==> src/design/assert_macros.svh <==
`ifndef ASSERT_MACROS_SVH
`define ASSERT_MACROS_SVH

`ifndef ASSERT_OFF
`define ASSERT_CLK(label, clk, rst_n, prop) \
    label: assert property (@(posedge clk) disable iff (!(rst_n)) (prop)) \
        else $error("assertion failed");
`define ASSERT_ALWAYS(label, clk, prop) \
    label: assert property (@(posedge clk) (prop)) \
        else $error("assertion failed");
`else
`define ASSERT_CLK(label, clk, rst_n, prop)
`define ASSERT_ALWAYS(label, clk, prop)
`endif

`endif

==> src/design/mcf_pkg.sv <==
package mcf_pkg;

    localparam logic [3:0] KIND_LOCAL_ADDR = 4'd0;
    localparam logic [3:0] KIND_PROG_ADDR  = 4'd1;
    localparam logic [3:0] KIND_ABORT_PROG = 4'd2;
    localparam logic [3:0] KIND_SPEED      = 4'd3;
    localparam logic [3:0] KIND_ACCEL      = 4'd4;
    localparam logic [3:0] KIND_DECEL      = 4'd5;
    localparam logic [3:0] KIND_DIRECTION  = 4'd6;
    localparam logic [3:0] KIND_STATUS     = 4'd7;
    localparam logic [3:0] KIND_START      = 4'd8;
    localparam logic [3:0] KIND_STOP       = 4'd9;

    localparam logic [7:0] MCF_SYNC_BYTE    = 8'hE6;
    localparam logic [7:0] MCF_PROG_ADDRESS = 8'hFF;
    localparam logic [7:0] CODE_ADDR_SET    = 8'hA0;
    localparam logic [7:0] CODE_ADDR_ABORT  = 8'hA1;
    localparam logic [7:0] CODE_SPEED       = 8'hA3;
    localparam logic [7:0] CODE_ACCEL       = 8'hA5;
    localparam logic [7:0] CODE_DECEL       = 8'hA6;
    localparam logic [7:0] CODE_DIRECTION   = 8'hA7;
    localparam logic [7:0] CODE_STATUS      = 8'h50;
    localparam logic [7:0] CODE_START       = 8'h51;
    localparam logic [7:0] CODE_STOP        = 8'h52;
    localparam logic [7:0] MCF_CRC_FEEDBACK = 8'h18;
    localparam logic [7:0] MCF_DEFAULT_RAMP = 8'h18;
    localparam logic [7:0] MCF_ONE          = 8'h01;

    localparam int MCF_START_FRAMES = 5;

    typedef struct packed {
        logic [7:0] addr;
        logic [7:0] code;
        logic [7:0] val;
        logic       last;
    } t_frame;

    typedef enum logic [1:0] {
        TS_IDLE,
        TS_LAUNCH,
        TS_WAIT
    } t_top_state;

    typedef enum logic [2:0] {
        SQ_IDLE,
        SQ_SYNC,
        SQ_ADDR,
        SQ_CODE,
        SQ_VAL,
        SQ_CRC,
        SQ_HOLD
    } t_seq_state;

endpackage

==> src/design/mcf_crc_unit.sv <==
module mcf_crc_unit (
    input  logic       i_clk,
    input  logic       i_clear,
    input  logic       i_en,
    input  logic [7:0] i_data,
    output logic [7:0] o_crc
);
    import mcf_pkg::*;

    logic [7:0] r_crc;
    logic [7:0] n_crc;

    always_comb begin
        logic [7:0] c;
        logic [7:0] d;
        c = r_crc;
        d = i_data;
        for (int i = 0; i < 8; i++) begin
            if ((c[0] ^ d[0]) == 1'b1) begin
                c = ((c ^ MCF_CRC_FEEDBACK) >> 1) | 8'h80;
            end else begin
                c = c >> 1;
            end
            d = d >> 1;
        end
        n_crc = c;
    end

    always_ff @(posedge i_clk) begin
        if (i_clear) begin
            r_crc <= 8'h00;
        end else if (i_en) begin
            r_crc <= n_crc;
        end
    end

    assign o_crc = r_crc;

endmodule

==> src/design/mcf_frame_seq.sv <==
module mcf_frame_seq (
    input  logic            i_clk,
    input  logic            i_rst_n,
    input  logic            i_start,
    input  mcf_pkg::t_frame i_frame,
    input  logic            i_ready,
    output logic            o_valid,
    output logic [7:0]      o_byte,
    output logic            o_eof,
    output logic            o_eor,
    output logic            o_idle,
    output logic            o_done
);
    import mcf_pkg::*;

    t_seq_state r_state;
    t_seq_state n_state;
    t_frame     r_frame;
    logic       r_valid;
    logic       n_valid;
    logic [7:0] r_byte;
    logic [7:0] n_byte;
    logic       r_eof;
    logic       n_eof;
    logic       r_eor;
    logic       n_eor;
    logic       can_load;
    logic       crc_clear;
    logic       crc_en;
    logic [7:0] crc;

    mcf_crc_unit u_crc (
        .i_clk   (i_clk),
        .i_clear (crc_clear),
        .i_en    (crc_en),
        .i_data  (n_byte),
        .o_crc   (crc)
    );

    assign can_load = !r_valid || i_ready;

    always_ff @(posedge i_clk) begin
        if (!i_rst_n) begin
            r_state <= SQ_IDLE;
            r_valid <= 1'b0;
        end else begin
            r_state <= n_state;
            r_valid <= n_valid;
        end
    end

    always_ff @(posedge i_clk) begin
        r_byte <= n_byte;
        r_eof  <= n_eof;
        r_eor  <= n_eor;
        if (r_state == SQ_IDLE && i_start) begin
            r_frame <= i_frame;
        end
    end

    always_comb begin
        n_state   = r_state;
        n_valid   = r_valid && !i_ready;
        n_byte    = r_byte;
        n_eof     = r_eof;
        n_eor     = r_eor;
        crc_clear = 1'b0;
        crc_en    = 1'b0;
        o_done    = 1'b0;
        unique case (r_state)
            SQ_IDLE: begin
                if (i_start) begin
                    crc_clear = 1'b1;
                    n_state   = SQ_SYNC;
                end
            end
            SQ_SYNC: begin
                if (can_load) begin
                    n_byte  = MCF_SYNC_BYTE;
                    n_eof   = 1'b0;
                    n_eor   = 1'b0;
                    n_valid = 1'b1;
                    n_state = SQ_ADDR;
                end
            end
            SQ_ADDR: begin
                if (can_load) begin
                    n_byte  = r_frame.addr;
                    n_valid = 1'b1;
                    crc_en  = 1'b1;
                    n_state = SQ_CODE;
                end
            end
            SQ_CODE: begin
                if (can_load) begin
                    n_byte  = r_frame.code;
                    n_valid = 1'b1;
                    crc_en  = 1'b1;
                    n_state = SQ_VAL;
                end
            end
            SQ_VAL: begin
                if (can_load) begin
                    n_byte  = r_frame.val;
                    n_valid = 1'b1;
                    crc_en  = 1'b1;
                    n_state = SQ_CRC;
                end
            end
            SQ_CRC: begin
                if (can_load) begin
                    n_byte  = crc;
                    n_eof   = 1'b1;
                    n_eor   = r_frame.last;
                    n_valid = 1'b1;
                    n_state = SQ_HOLD;
                end
            end
            SQ_HOLD: begin
                if (i_ready) begin
                    o_done  = 1'b1;
                    n_state = SQ_IDLE;
                end
            end
            default: begin
                n_state = SQ_IDLE;
            end
        endcase
    end

    assign o_valid = r_valid;
    assign o_byte  = r_byte;
    assign o_eof   = r_eof;
    assign o_eor   = r_eor;
    assign o_idle  = (r_state == SQ_IDLE);

endmodule

==> src/design/motor_command_framer_crc8_core.sv <==
// The first frame byte passes the top-level launch state, the sequencer sync
// state and the output byte register. A new command is accepted only once all
// bytes of the previous one are taken; local address set and unknown kinds
// emit no frames. The byte sequencer and its CRC unit build the frames.
// Reset (i_rst_n low, synchronous) clears the stored address, speed and
// direction, sets both ramps to 24 and clears the running flag.
`include "assert_macros.svh"

module motor_command_framer_crc8_core (
    input  logic       i_clk,
    input  logic       i_rst_n,
    input  logic       s_axis_tvalid,
    output logic       s_axis_tready,
    input  logic [7:0] s_axis_tdata,  // [7:0] value
    input  logic [3:0] s_axis_tuser,  // [3:0] kind
    output logic       m_axis_tvalid,
    input  logic       m_axis_tready,
    output logic [7:0] m_axis_tdata,  // [7:0] frame_byte
    output logic       m_axis_tlast,  // end_of_run
    output logic [1:0] m_axis_tuser   // [0] end_of_frame, [1] running
);
    import mcf_pkg::*;

    t_top_state r_state;
    t_top_state n_state;
    logic [3:0] r_kind;
    logic [7:0] r_val;
    logic [2:0] r_frame_idx;
    logic [2:0] n_frame_idx;
    logic [7:0] r_address;
    logic [7:0] r_speed;
    logic [7:0] r_accel;
    logic [7:0] r_decel;
    logic [7:0] r_direction;
    logic       r_run_flag;
    logic       in_fire;
    logic       kind_emits;
    logic       seq_start;
    logic       seq_idle;
    logic       seq_done;
    logic       seq_eof;
    t_frame     frame;

    assign in_fire = s_axis_tvalid && s_axis_tready;

    always_comb begin
        kind_emits = 1'b0;
        unique case (s_axis_tuser)
            KIND_PROG_ADDR, KIND_ABORT_PROG, KIND_SPEED, KIND_ACCEL,
            KIND_DECEL, KIND_DIRECTION, KIND_STATUS, KIND_START,
            KIND_STOP: kind_emits = 1'b1;
            default:   kind_emits = 1'b0;
        endcase
    end

    always_ff @(posedge i_clk) begin
        if (!i_rst_n) begin
            r_state     <= TS_IDLE;
            r_frame_idx <= 3'd0;
            r_address   <= 8'h00;
            r_speed     <= 8'h00;
            r_accel     <= MCF_DEFAULT_RAMP;
            r_decel     <= MCF_DEFAULT_RAMP;
            r_direction <= 8'h00;
            r_run_flag  <= 1'b0;
        end else begin
            r_state     <= n_state;
            r_frame_idx <= n_frame_idx;
            if (in_fire) begin
                unique case (s_axis_tuser)
                    KIND_LOCAL_ADDR, KIND_PROG_ADDR: r_address   <= s_axis_tdata;
                    KIND_SPEED:                      r_speed     <= s_axis_tdata;
                    KIND_ACCEL:                      r_accel     <= s_axis_tdata;
                    KIND_DECEL:                      r_decel     <= s_axis_tdata;
                    KIND_DIRECTION:                  r_direction <= s_axis_tdata;
                    KIND_START:                      r_run_flag  <= 1'b1;
                    KIND_STOP:                       r_run_flag  <= 1'b0;
                    default: ;
                endcase
            end
        end
    end

    always_ff @(posedge i_clk) begin
        if (in_fire) begin
            r_kind <= s_axis_tuser;
            r_val  <= s_axis_tdata;
        end
    end

    always_comb begin
        n_state       = r_state;
        n_frame_idx   = r_frame_idx;
        s_axis_tready = 1'b0;
        seq_start     = 1'b0;
        unique case (r_state)
            TS_IDLE: begin
                s_axis_tready = 1'b1;
                if (s_axis_tvalid && kind_emits) begin
                    n_frame_idx = 3'd0;
                    n_state     = TS_LAUNCH;
                end
            end
            TS_LAUNCH: begin
                seq_start = 1'b1;
                n_state   = TS_WAIT;
            end
            TS_WAIT: begin
                if (seq_done) begin
                    if (frame.last) begin
                        n_state = TS_IDLE;
                    end else begin
                        n_frame_idx = r_frame_idx + 3'd1;
                        n_state     = TS_LAUNCH;
                    end
                end
            end
            default: begin
                n_state = TS_IDLE;
            end
        endcase
    end

    always_comb begin
        frame.addr = r_address;
        frame.code = CODE_STATUS;
        frame.val  = MCF_ONE;
        frame.last = 1'b1;
        unique case (r_kind)
            KIND_PROG_ADDR: begin
                frame.addr = MCF_PROG_ADDRESS;
                frame.code = CODE_ADDR_SET;
                frame.val  = r_val;
            end
            KIND_ABORT_PROG: begin
                frame.addr = MCF_PROG_ADDRESS;
                frame.code = CODE_ADDR_ABORT;
            end
            KIND_SPEED: begin
                frame.code = CODE_SPEED;
                frame.val  = r_val;
            end
            KIND_ACCEL: begin
                frame.code = CODE_ACCEL;
                frame.val  = r_val;
            end
            KIND_DECEL: begin
                frame.code = CODE_DECEL;
                frame.val  = r_val;
            end
            KIND_DIRECTION: begin
                frame.code = CODE_DIRECTION;
                frame.val  = r_val;
            end
            KIND_STOP: begin
                frame.code = CODE_STOP;
            end
            KIND_START: begin
                frame.last = (r_frame_idx == 3'(MCF_START_FRAMES - 1));
                unique case (r_frame_idx)
                    3'd0: begin
                        frame.code = CODE_ACCEL;
                        frame.val  = r_accel;
                    end
                    3'd1: begin
                        frame.code = CODE_DECEL;
                        frame.val  = r_decel;
                    end
                    3'd2: begin
                        frame.code = CODE_SPEED;
                        frame.val  = r_speed;
                    end
                    3'd3: begin
                        frame.code = CODE_DIRECTION;
                        frame.val  = r_direction;
                    end
                    default: begin
                        frame.code = CODE_START;
                    end
                endcase
            end
            default: ;
        endcase
    end

    mcf_frame_seq u_seq (
        .i_clk   (i_clk),
        .i_rst_n (i_rst_n),
        .i_start (seq_start),
        .i_frame (frame),
        .i_ready (m_axis_tready),
        .o_valid (m_axis_tvalid),
        .o_byte  (m_axis_tdata),
        .o_eof   (seq_eof),
        .o_eor   (m_axis_tlast),
        .o_idle  (seq_idle),
        .o_done  (seq_done)
    );

    assign m_axis_tuser = {r_run_flag, seq_eof};

    `ASSERT_CLK(a_idle_drained, i_clk, i_rst_n, s_axis_tready |-> !m_axis_tvalid)
    `ASSERT_CLK(a_launch_seq_idle, i_clk, i_rst_n, seq_start |-> seq_idle)
    `ASSERT_CLK(a_run_end_frame, i_clk, i_rst_n, (m_axis_tvalid && m_axis_tlast) |-> seq_eof)
    `ASSERT_CLK(a_start_sets_run, i_clk, i_rst_n, (in_fire && s_axis_tuser == KIND_START) |=> r_run_flag)
    `ASSERT_CLK(a_frame_idx_range, i_clk, i_rst_n, r_frame_idx <= 3'(MCF_START_FRAMES - 1))

endmodule

==> config.mk <==
export PLATFORM = sky130hd
export DESIGN_NAME = motor_command_framer_crc8_core
export DESIGN_NICKNAME = d
export VERILOG_FILES = /design/src/design/mcf_pkg.sv /design/src/design/mcf_crc_unit.sv /design/src/design/mcf_frame_seq.sv /design/src/design/motor_command_framer_crc8_core.sv
export VERILOG_INCLUDE_DIRS = /design/src /design/src/design
export SDC_FILE = /design/constraint.sdc
export NUM_CORES = 1
export LEC_CHECK = 0
export ABC_AREA = 1
export BUFFER_PORTS_ARGS = -buffer_cell sky130_fd_sc_hd__buf_2
export CORE_ASPECT_RATIO = 1.5
export CORE_MARGIN = 2
export CORE_UTILIZATION = 48
export CTS_CLUSTER_SIZE = 30
export DETAILED_ROUTE_END_ITERATION = 12
export PLACE_DENSITY = 0.72
export SYNTH_ARGS = -nofsm -noshare
export SYNTH_HDL_FRONTEND = slang
export SYNTH_SLANG_ARGS = --single-unit
==> constraint.sdc <==
create_clock -name i_clk -period 2.29 [get_ports i_clk]
set_clock_uncertainty 0.05 [all_clocks]
set_input_delay 0.1145 -clock i_clk [delete_from_list [all_inputs] [get_ports i_clk]]
set_output_delay 0.1145 -clock i_clk [all_outputs]
set_load 0.03 [all_outputs]
==> out/qor.json <==
{
  "run_status": {"value": "finished, final reports clean"},
  "arrival": {"value": 2.38, "unit": "ns"},
  "ys.warnings.count": {"value": 0},
  "setup-violations-final": {"value": 0},
  "route.vias.total": {"value": 4358},
  "seq_area_frac_synth": {"value": 49.2, "unit": "%"},
  "grt_pass1_wl": {"value": 20700, "unit": "µm"},
  "final_min_period_over_clock_period": {"value": 95.1, "unit": "%"},
  "route.antenna.remaining_nets": {"value": 0},
  "grt_max_degree": {"value": 46},
  "startpoint_type": {"value": "register"},
  "worst_ir_drop_vdd": {"value": 0.000491, "unit": "V"},
  "slew_headroom": {"value": 74.4, "unit": "%"},
  "synth.lib_cells_used.distinct": {"value": 45},
  "rsz0062_at_grt": {"value": "yes"},
  "syn-instance-count": {"value": 627},
  "dieArea": {"value": 0.0110, "unit": "mm²"},
  "design.final.nets": {"value": 707},
  "ys_async_sr_fraction": {"value": 0, "unit": "%"},
  "max-cap-violations": {"value": 0},
  "timing.fmax": {"value": 459, "unit": "MHz"},
  "grt.met2_usage": {"value": 46.5, "unit": "%"},
  "hold_class": {"value": "input pin to register"},
  "route.final.wire_length": {"value": 12700, "unit": "µm"},
  "cts-root-buf": {"value": "sky130_fd_sc_hd__clkbuf_16"},
  "synth-edff-count": {"value": 36},
  "fin_tns_setup": {"value": 0, "unit": "ns"},
  "pwr_density_cell": {"value": 1360, "unit": "mW/mm²"},
  "instances_no_fill": {"value": 808},
  "syn_to_final_growth": {"value": 17.9, "unit": "%"},
  "first_global_vias": {"value": 4389},
  "timing.critical_path.to_type": {"value": "register"},
  "slew_viol_final": {"value": 0},
  "hold-worst-slack": {"value": 0.00487, "unit": "ns"},
  "netlist_area_pre_place": {"value": 0.00488, "unit": "mm²"},
  "critical_path.cell_chain": {"value": "inv_4 > nand2_4 > nor2_4 > nor2_4 > nand2_4 > inv_4 > nand4_1 > nand2_1 > nand2_1 > nand2_2 > inv_1 > nand2_1 > nand2_2 > inv_2 > nand2_1 > nand3_1 > nand3_1 > nand2_1 > inv_1"},
  "clock_tree.htree_level_count": {"value": 3},
  "row_count": {"value": 45},
  "critical_path_s_most_frequent_cell": {"value": "sky130_fd_sc_hd__nand2_1"},
  "grt_usage": {"value": 24.3, "unit": "%"},
  "final_cell_mix": {"value": "131 x sky130_fd_sc_hd__nand2_1, 84 x sky130_fd_sc_hd__nor2_1, 68 x sky130_fd_sc_hd__inv_1, 62 x sky130_fd_sc_hd__dfxtp_1, 58 x sky130_fd_sc_hd__o21ai_0"},
  "drt_iter0_markers": {"value": 156},
  "dp_cells": {"value": 780},
  "crit_fanout": {"value": 6},
  "clk_latency": {"value": 0.35, "unit": "ns"},
  "yosys_most_used_dff": {"value": "sky130_fd_sc_hd__dfxtp_1"},
  "numClockSinks": {"value": 102},
  "worst-slew-pin-transition": {"value": 0.382, "unit": "ns"},
  "global_route.usage.met1": {"value": 23.5, "unit": "%"},
  "wl_per_cell": {"value": 15.7, "unit": "µm"},
  "setup_slack_of_the_most_critical_reg_to_reg_path": {"value": 0.11, "unit": "ns"},
  "grt.met3_usage": {"value": 4.33, "unit": "%"},
  "finalWorstPathRequiredPeriod": {"value": 2.18, "unit": "ns"},
  "grt_most_used_layer": {"value": "met2"},
  "design_area": {"value": 0.00575, "unit": "mm²"},
  "die_h": {"value": 127, "unit": "µm"},
  "number_of_antenna_violations_at_the_first_check_in_global_routing": {"value": 0},
  "report.power.total": {"value": 7.81, "unit": "mW"},
  "drcViolationCount": {"value": 0},
  "detailed_place_hpwl": {"value": 9670, "unit": "µm"},
  "dr.pass1.iters": {"value": 5},
  "insertedDiodeCount": {"value": 0},
  "cp.required": {"value": 2.49, "unit": "ns"},
  "syn_avg_cell_area": {"value": 7.78, "unit": "µm²"},
  "synthesis.nets": {"value": 648},
  "overflow_left_after_global_routing": {"value": 0},
  "timing.critical_path.slowest_cell_delay": {"value": 0.39, "unit": "ns"},
  "power.leakage": {"value": 2.63, "unit": "nW"},
  "placement.io_buffers": {"value": 28},
  "timing.final.hold_violations": {"value": 0},
  "die_w": {"value": 86.3, "unit": "µm"},
  "num-fill-cells": {"value": 920},
  "cts_inserted_buffers": {"value": 9},
  "start_util": {"value": 48.7, "unit": "%"},
  "drive_gt1_share": {"value": 18.7, "unit": "%"},
  "clk_path_buf_depth": {"value": 2},
  "cts_tree": {"value": "built"},
  "critPathKind": {"value": "register to register"},
  "gp_congestion": {"value": 0.987},
  "io_pins": {"value": 29},
  "vias_per_cell": {"value": 5.39},
  "path_clk_slew": {"value": 0.07, "unit": "ns"},
  "cp_slowest_cell": {"value": "sky130_fd_sc_hd__dfxtp_4"},
  "core_area": {"value": 0.0100, "unit": "mm²"},
  "dpl-instance-area": {"value": 0.00526, "unit": "mm²"},
  "final_common_cell": {"value": "sky130_fd_sc_hd__nand2_1"},
  "postSynthRegisterBits": {"value": 102}
}
-- critical path: cells and delay by family, from the launching register on --
family | cells | cell delay [ns]
AND/OR/NAND/NOR | 14 | 1.31
flip-flops | 1 | 0.39
buffers and inverters | 5 | 0.32
-- power by group --
part	switching, mW	leakage, nW	total, mW	internal (mW)
sequential	0.220	0.879	2.40	2.18
clock	0.686	0.138	1.46	0.770
combinational	2.64	1.62	3.95	1.31
-- registers in the layout, indices dropped and copies added (netlist names), 2 cells and up --
register	cells
r_val	8
r_address	8
u_seq.o_byte	8
r_speed	8
r_state	2
u_seq.r_state	3
r_decel	8
r_frame_idx	3
r_accel	8
u_seq.r_frame	22
r_kind	4
u_seq.u_crc.o_crc	8
r_direction	8
-- cell families (layout without fill, tap and decap cells) --
family	count (synthesis)	count (layout)	share of synthesized area [%]
flops	102	102	49.2
fa+ha+maj	5	5	1.28
xor+xnor	1	1	0.180
buf+inv	94	158	7.62
compound gates	122	122	14.5
simple gates	303	303	27.2
-- synthesized netlist by cell type, drive strengths merged (5+ instances only) --
master | count | area (µm²)
nand2 | 155 | 624
nor2 | 94 | 388
inv | 79 | 297
o21ai | 67 | 339
dfxtp | 66 | 1320
nand3 | 38 | 200
edfxtp | 36 | 1080
a21oi | 26 | 134
a221oi | 8 | 70.1
a22o | 7 | 61.3
clkbuf | 7 | 26.3
o211ai | 6 | 45.0
buf | 5 | 37.5
ha | 5 | 62.6
or2 | 5 | 33.8
-- final cells by class --
cell class                 count  area [µm²]  share of cell area (%)
clock buffer                  11         243                    4.22
clock inverter                 5        35.0                   0.609
inverter                      82         313                    5.44
multi-input combinational    431        2200                    38.3
sequential                   102        2410                    42.0
tap                          117         146                    2.55
timing repair buffer          60         398                    6.92
-- path summary, 6_finish.rpt --
| kind | startpoint | endpoint | depth (start not counted) |
|---|---|---|---|
| max | u_seq.r_state[0] | u_seq.u_crc.o_crc[1] | 19 |
| min | s_axis_tdata[1] | r_val[1] | 1 |
| max reg2reg | u_seq.r_state[0] | u_seq.u_crc.o_crc[1] | 19 |
| min reg2reg | r_decel[2] | r_decel[2] | 2 |
-- metal layers --
metal	vias up	share of wire (%)
li1	2182	-
met5	-	0
met4	0	6.3
met3	46	3.4
met1	2013	35
met2	117	55
-- through the flow --
step,utilization (%),worst slack (ns)
6_report,57.4,0.113
5_1_grt,57.4,-0.0248
4_1_cts,56.0,0.00571
3_5_place_dp,52.5,-0.0382
3_3_place_gp,52.5,-0.0245
2_1_floorplan,-,0.159
-- what timing repair did --
item,CTS,global route
hold endpoints to repair,8,0
endpoints found under the setup margin,5,11
buffers inserted,0,5
resized for setup,2,32
pin swaps,0,5
hold buffers,7,0
(Power assumes the default switching activity.)
